--- src/hw/rtl/symbol_frequency_sort_macros.svh ---
// Assertion macros for the symbol frequency sort block.
// Expects clk_i and rst_ni in the scope of each use.
`ifndef SYMBOL_FREQUENCY_SORT_MACROS_SVH
`define SYMBOL_FREQUENCY_SORT_MACROS_SVH

// Check a condition at every clock edge out of reset.
`define SFS_ASSERT_ALWAYS(lbl, expr, msg) \
  lbl: assert property (@(posedge clk_i) disable iff (!rst_ni) (expr)) else $error(msg);

// Check that a condition implies another in the same cycle.
`define SFS_ASSERT_IMPL(lbl, pre, post, msg) \
  lbl: assert property (@(posedge clk_i) disable iff (!rst_ni) (pre) |-> (post)) \
    else $error(msg);

// Check that a condition implies another in the next cycle.
`define SFS_ASSERT_NEXT(lbl, pre, post, msg) \
  lbl: assert property (@(posedge clk_i) disable iff (!rst_ni) (pre) |=> (post)) \
    else $error(msg);

`endif

--- src/hw/rtl/sfs_pkg.sv ---
// Shared constants, types and codes of the symbol frequency sort block.
// No dependencies.
package sfs_pkg;

  localparam int MAX_SYMBOLS = 256;
  localparam int COUNT_WIDTH = 16;
  localparam int SYM_W       = $clog2(MAX_SYMBOLS);
  localparam int DIST_W      = $clog2(MAX_SYMBOLS + 1);

  localparam logic [COUNT_WIDTH-1:0] COUNT_MAX = {COUNT_WIDTH{1'b1}};
  localparam logic [SYM_W-1:0]       LAST_SYM  = SYM_W'(MAX_SYMBOLS - 1);

  typedef enum logic [1:0] {
    FUNC_ADD   = 2'd0,
    FUNC_READ  = 2'd1,
    FUNC_CLEAR = 2'd2
  } func_e;

  typedef enum logic [3:0] {
    ST_IDLE,
    ST_ADD_WB,
    ST_SORT_LOAD,
    ST_SORT_PIVOT,
    ST_SORT_SWEEP,
    ST_RD_RANK,
    ST_RD_ORD,
    ST_RD_CNT,
    ST_FIN
  } state_e;

  typedef struct packed {
    logic                   rd_en;
    logic [SYM_W-1:0]       rd_addr;
    logic                   wr_en;
    logic [SYM_W-1:0]       wr_addr;
    logic [COUNT_WIDTH-1:0] wr_data;
    logic                   clear;
  } cnt_req_t;

endpackage

--- src/hw/rtl/sfs_count_store.sv ---
// Symbol-indexed count memory with per-entry valid bits and registered read.
// Depends on sfs_pkg for sizes and the request struct.
module sfs_count_store (
  input  logic                               clk_i,
  input  logic                               rst_ni,
  input  sfs_pkg::cnt_req_t                  req_i,
  output logic [sfs_pkg::COUNT_WIDTH-1:0]    rdata_o
);

  logic [sfs_pkg::COUNT_WIDTH-1:0] mem_q [sfs_pkg::MAX_SYMBOLS];
  logic [sfs_pkg::MAX_SYMBOLS-1:0] vld_q;
  logic [sfs_pkg::COUNT_WIDTH-1:0] rdata_q;
  logic                            rvld_q;

  always_ff @(posedge clk_i or negedge rst_ni) begin
    if (!rst_ni) begin
      vld_q <= '0;
    end else if (req_i.clear) begin
      vld_q <= '0;
    end else if (req_i.wr_en) begin
      vld_q[req_i.wr_addr] <= 1'b1;
    end
  end

  always_ff @(posedge clk_i) begin
    if (req_i.wr_en) begin
      mem_q[req_i.wr_addr] <= req_i.wr_data;
    end
    if (req_i.rd_en) begin
      rdata_q <= mem_q[req_i.rd_addr];
      rvld_q  <= vld_q[req_i.rd_addr];
    end
  end

  assign rdata_o = rvld_q ? rdata_q : '0;

endmodule

--- config.mk ---
export PLATFORM = sky130hd
export DESIGN_NAME = sfs_count_store
export DESIGN_NICKNAME = d
export VERILOG_FILES = /design/src/hw/rtl/symbol_frequency_sort_macros.svh /design/src/hw/rtl/sfs_pkg.sv /design/src/hw/rtl/sfs_count_store.sv
export SDC_FILE = /design/constraint.sdc
export NUM_CORES = 2
export LEC_CHECK = 0
export BUFFER_PORTS_ARGS = -buffer_cell sky130_fd_sc_hd__buf_4
export CORE_ASPECT_RATIO = 2
export CORE_MARGIN = 4
export CORE_UTILIZATION = 35
export CTS_BUF_LIST = sky130_fd_sc_hd__clkbuf_2
export CTS_CLUSTER_DIAMETER = 80
export DETAILED_ROUTE_END_ITERATION = 8
export MAX_ROUTING_LAYER = met4
export PLACE_DENSITY_LB_ADDON = 0.08
export SLEW_MARGIN = 10
export SYNTH_ARGS = -nofsm -noshare
export SYNTH_HDL_FRONTEND = slang
export SYNTH_SLANG_ARGS = --single-unit
export TNS_END_PERCENT = 10
--- constraint.sdc ---
create_clock -name clk_i -period 2.35 [get_ports clk_i]
set_clock_uncertainty 0.05 [all_clocks]
set_input_delay 0.235 -clock clk_i [delete_from_list [all_inputs] [get_ports clk_i]]
set_output_delay 0.235 -clock clk_i [all_outputs]
set_load 0.01 [all_outputs]
After elaboration in Yosys (flattened, before gate mapping):

Memory sizes are Yosys's and may differ from the RTL's. A register that Yosys moved wholly into a read port is not among the register bits.
Cells that the tools add are included.

* $lt $le $gt $ge: 3
* multiplexer cells: 9
* reduce and logical (&&, ||, !) cells: 2
* bitwise gates (word level): 1

Operator list (count)
* $mux 256: 2
* $or 256x256->256: 1
* $lt 8x9->1 const B: 2
* $mux 16: 1
* $bmux 1 s8: 1
* $demux 1 s8: 1
* $ge 8x1->1 const B: 1
* $mux 1: 4
* $reduce_bool 2->1: 1
* $logic_and 1x1->1: 1

* memories kept: 1
* output and inout bits: 16
* memory bits (writable): 4096
* flip-flop bits (word level): 257
* bits of input ports: 37

Memories
* mem_q: depth 256, width 16, rd ports 1, clocked after Yosys merged registers in 1, write ports 1, line sfs_count_store.sv:10 `logic [sfs_pkg::COUNT_WIDTH-1:0] mem_q [sfs_pkg::MAX_SYMBOLS];`

Longest topological paths before layout:

* depth after elaboration: 7
* mapped depth: 12
* depth with buffers taken out: 7

Least setup slack after synthesis:

Ideal clock, no wire load.

* path type: input port to flip-flop
* start: input req_i[18] in the netlist's numbering
* end: memory mem_q[238][0] in the netlist's numbering (enable)
* setup slack: -0.132 ns
* data arrival time: 2.042 ns
* path buffers: 3
* setup time: 0.390 ns
* required time: 1.910 ns
* stages on the path: 6
* path through: clkbuf_1 -> nor2b_1 -> clkbuf_1 -> nand4_1 -> clkbuf_1 -> nor2_1

RTL lines
* start, declared: line sfs_count_store.sv:6 `input sfs_pkg::cnt_req_t req_i,`
* end, declared: line sfs_count_store.sv:10

Straight into the memory's write port.

Worst setup path after layout:

* start: register rvld_q
* end: output rdata_o[2] in the netlist's numbering

* longest elaborated chain between the ends: 1

RTL lines
* start, declared: line sfs_count_store.sv:13 `logic rvld_q;`
* start signal, assigned: line sfs_count_store.sv:31 `rvld_q <= vld_q[req_i.rd_addr];`
* $mux 16: line sfs_count_store.sv:35 `assign rdata_o = rvld_q ? rdata_q : '0;`
* end, declared: line sfs_count_store.sv:7 `output logic [sfs_pkg::COUNT_WIDTH-1:0] rdata_o`

Every way passes these cells.

==> flow_metrics.env <==
export IMPL_core_um2=481000
export IMPL_crit_path_max_fanout=6
export IMPL_final_wtd_congestion=0.873
export IMPL_violations="setup timing"
export IMPL_grt_setup_unrepaired="true"
export IMPL_cp_start_kind="register"
export IMPL_power_leakage_nw=68.7
export IMPL_worst_reg2reg_endpoint="rdata_q[3]$_DFFE_PP_"
export IMPL_seqPwrFrac=0.588
export IMPL_critPathKind="register to output pin"
export IMPL_p_int_w=0.108
export IMPL_initial_core_util=0.351
export IMPL_source_of_the_critical_timing_path="rvld_q$_DFFE_PP_"
export IMPL_post_route_period_util=1.48
export IMPL_placedCellCount=15400
export IMPL_track_usage=0.243
export IMPL_drt_initial_drc_count=7401
export IMPL_cts_num_sinks=4369
export IMPL_synthesis_to_layout_area_growth_pct=20.4
export IMPL_design_portCount=53
export IMPL_p_sw_w=0.0374
export IMPL_post_drt_wl_per_cell_um=33.9
export IMPL_pwr_density_cell_nw_per_um2=712
export IMPL_yosysWarningCount=0
export IMPL_cell_area_after_synthesis_um2=169000
export IMPL_worst_slew_margin_rel=0.0863
export IMPL_crit_path_cell_trace="buf_4, and2_4, buf_6"
export IMPL_clock_insertion_delay_worst_skew_ps=2210
export IMPL_hold_ws_ps=204
export IMPL_share_clk_of_total_power=0.335
export IMPL_grt_pass1_wl_um=812000
export IMPL_timing_max_cap_violations=0
export IMPL_timing_final_max_slew_violations=0
export IMPL_synth_net_count=8218
export IMPL_asyncSetResetFlopFracSynth=0.0586
export IMPL_setup_tns_ps=-28960
export IMPL_synthCells=8181
export IMPL_synth_seq_cells=4369
export IMPL_grt_max_degree=104
export IMPL_ys_top_cells_by_area="sky130_fd_sc_hd__edfxtp_1 73%, sky130_fd_sc_hd__mux4_2 12%, sky130_fd_sc_hd__dfrtp_1 3.8%, sky130_fd_sc_hd__mux2i_1 3.1%, sky130_fd_sc_hd__nor2_1 1.7%"
export IMPL_timing_final_setup_violations=137
export IMPL_design_final_nets=10200
export IMPL_power_share_switching=0.258
export IMPL_fillerInstances=43100
export IMPL_synth_edf_count=4113
export IMPL_globalRoute_totalOverflow=0
export IMPL_routed_wirelength_um=591000
export IMPL_layout_common_cells="4113 x sky130_fd_sc_hd__edfxtp_1, 1441 x sky130_fd_sc_hd__clkbuf_2, 896 x sky130_fd_sc_hd__buf_4, 865 x sky130_fd_sc_hd__mux4_2, 537 x sky130_fd_sc_hd__nor2_1"
export IMPL_timing_critical_path_required_ps=2070
export IMPL_layoutNonFillerInstCount=17400
export IMPL_grt_antenna_before_repair=37
export IMPL_dieArea_um2=495000
export IMPL_chipWidth_um=499
export IMPL_dr_total_vias=92400
export IMPL_port_buffers=52
export IMPL_cts_htree_levels=6
export IMPL_num_rows=360
export IMPL_critical_path_top_delay_cell="sky130_fd_sc_hd__edfxtp_1"
export IMPL_first_global_vias=99400
export IMPL_timing_critical_path_max_delay_family="flip-flops"
export IMPL_achievable_frequency_mhz=288
export IMPL_crit_path_end_kind="output pin"
export IMPL_antenna_left=0
export IMPL_worst_setup_hold_path_clk_slew_ps=130
export IMPL_vdd_ir_drop_worst_mv=0.523
export IMPL_synth_sequential_area_ratio=0.768
export IMPL_worstReg2RegStart="mem_q[219][3]$_DFFE_PP_"
export IMPL_fin_total_pwr_w=0.145
export IMPL_cts_tree="yes"
export IMPL_synthesis_area_per_instance_um2=20.7
export IMPL_drcViolationCount=0
export IMPL_layout_cells_most_common="sky130_fd_sc_hd__edfxtp_1"
export IMPL_tritoncts_num_buffers=952
export IMPL_share_comb_of_total_power=0.077
export IMPL_synth_largest_area_cell="sky130_fd_sc_hd__edfxtp_1"
export IMPL_firstDrtPassIters=5
export IMPL_die_h_um=991
export IMPL_reg2regPathDepth=10
export IMPL_ys_types=56
export IMPL_fin_hold_viols=0
export IMPL_worstPathBufferInverterCount=2
export IMPL_holdCritPathClass="input pin to register"
export IMPL_run_status="finished with violations"
export IMPL_tightestPinTransition_ps=1360
export IMPL_cts_root_buffer="sky130_fd_sc_hd__clkbuf_2"
export IMPL_netlist_area_leader_share=0.731
export IMPL_r2r_slack_ps=-260
export IMPL_cp_arrival_ps=3190
export IMPL_setup_ws_ps=-1120
export IMPL_cp_depth=3
export IMPL_share_of_cells_above_drive_strength_1=0.391
export IMPL_place_worst_setup_slack_ps=-1690
export IMPL_cp_slowest_stage_delay_ps=460
export IMPL_worstSetupEndpoint="rdata_o[2]"
export IMPL_timing_hold_worst_path_depth=10
export IMPL_layout_min_cycle_time_ps=3470
export IMPL_estimated_wirelength_of_the_detail_placed_design_um=396000
export IMPL_routed_via_density=5.30
export IMPL_cts_path_max_buffers=4
export IMPL_synth_main_ff_cell="sky130_fd_sc_hd__edfxtp_1"
sequential cells by signal, summed over array words and instances (netlist names):
| register | count |
|---|---|
| mem_q | 4096 |
| rvld_q | 1 |
| rdata_q | 16 |
| vld_q | 256 |
stage by stage:
stage	instance area (um^2)	utilization
2_1_floorplan	169000	-
3_3_place_gp	191000	0.396
3_5_place_dp	191000	0.396
4_1_cts	203000	0.421
5_1_grt	204000	0.423
6_report	204000	0.423
power groups by stage:
stage	logic (W)	clock network (W)	registers (W)
after detailed placement	0.0106	0	0.0870
after CTS	0.0112	0.0508	0.0853
after global placement	0.0105	0	0.0870
after global routing	0.0116	0.0546	0.0853
after floorplan	0.00419	0	0.0870
final	0.0112	0.0486	0.0853
worst register-to-register path, cell delays in order, from the launching register on:
cell	delay, ps
sky130_fd_sc_hd__edfxtp_1	340
sky130_fd_sc_hd__mux2i_1	70
sky130_fd_sc_hd__o221ai_1	210
sky130_fd_sc_hd__buf_4	200
sky130_fd_sc_hd__o22ai_1	100
sky130_fd_sc_hd__a22oi_1	260
sky130_fd_sc_hd__nand3_1	200
sky130_fd_sc_hd__buf_12	180
sky130_fd_sc_hd__or3_1	400
sky130_fd_sc_hd__buf_4	200
sky130_fd_sc_hd__nor3_1	170
repair_timing:
| action | 4_1_cts | 5_1_grt |
|---|---|---|
| endpoints found under the hold margin | 8738 | 3042 |
| setup endpoints to repair | 33 | 591 |
| gates resized for setup | 172 | 176 |
| setup buffers | 3 | 2 |
| hold buffers | 179 | 8 |
| pin swaps | 14 | 67 |
Yosys cell counts (30+ instances only):
cell and count:
sky130_fd_sc_hd__nand2_1 50, sky130_fd_sc_hd__nor4_1 33, sky130_fd_sc_hd__o22ai_1 121, sky130_fd_sc_hd__nor3_1 75, sky130_fd_sc_hd__mux2i_1 529, sky130_fd_sc_hd__o21ai_0 65
sky130_fd_sc_hd__mux4_2 864, sky130_fd_sc_hd__buf_2 76, sky130_fd_sc_hd__a22oi_1 71, sky130_fd_sc_hd__o221ai_1 257, sky130_fd_sc_hd__dfrtp_1 256, sky130_fd_sc_hd__buf_6 63
sky130_fd_sc_hd__edfxtp_1 4113, sky130_fd_sc_hd__nand3_1 46, sky130_fd_sc_hd__o21ba_2 30, sky130_fd_sc_hd__a221oi_1 71, sky130_fd_sc_hd__buf_1 31, sky130_fd_sc_hd__clkbuf_1 245
sky130_fd_sc_hd__a22o_1 52, sky130_fd_sc_hd__a21oi_1 148, sky130_fd_sc_hd__nor2_1 753, sky130_fd_sc_hd__buf_4 36, sky130_fd_sc_hd__buf_8 42
final cells by class:
| type | instances | area (um^2) | area share |
|---|---|---|---|
| antenna | 111 | 278 | 0.00136 |
| clock buffer | 1441 | 7210 | 0.0354 |
| clock inverter | 297 | 1700 | 0.00833 |
| inverter | 4 | 27.5 | 0.000135 |
| multi-input combinational | 3307 | 38100 | 0.187 |
| sequential | 4369 | 130000 | 0.638 |
| tap | 6335 | 7930 | 0.0389 |
| timing repair buffer | 1575 | 18400 | 0.0905 |
how the worst min path moves through the flow:
stage,start,endpoint
floorplan,rst_ni,vld_q[0]$_DFFE_PN0P_
global placement,rst_ni,vld_q[14]$_DFFE_PN0P_
detailed placement,rst_ni,vld_q[14]$_DFFE_PN0P_
CTS,req_i[17],mem_q[131][7]$_DFFE_PP_
global route,req_i[25],mem_q[209][2]$_DFFE_PP_
finish,req_i[30],rdata_q[4]$_DFFE_PP_
logic make-up after synthesis:
| family | after synthesis | share of synthesized area |
|---|---|---|
| compound gates | 850 | 0.0372 |
| buf+inv | 505 | 0.0189 |
| flops | 4369 | 0.768 |
| mux | 1415 | 0.149 |
| simple gates | 1042 | 0.0261 |
routing by layer:
layer | global-route usage | vias to the layer above | routed length (um)
li1 | - | 38900 | -
met5 | - | - | 0
met1 | 0.251 | 49700 | 203000
met2 | 0.451 | 2757 | 330000
met4 | 0.124 | 0 | 34000
met3 | 0.0290 | 1022 | 23900
Power figures use the tool's default switching activity.
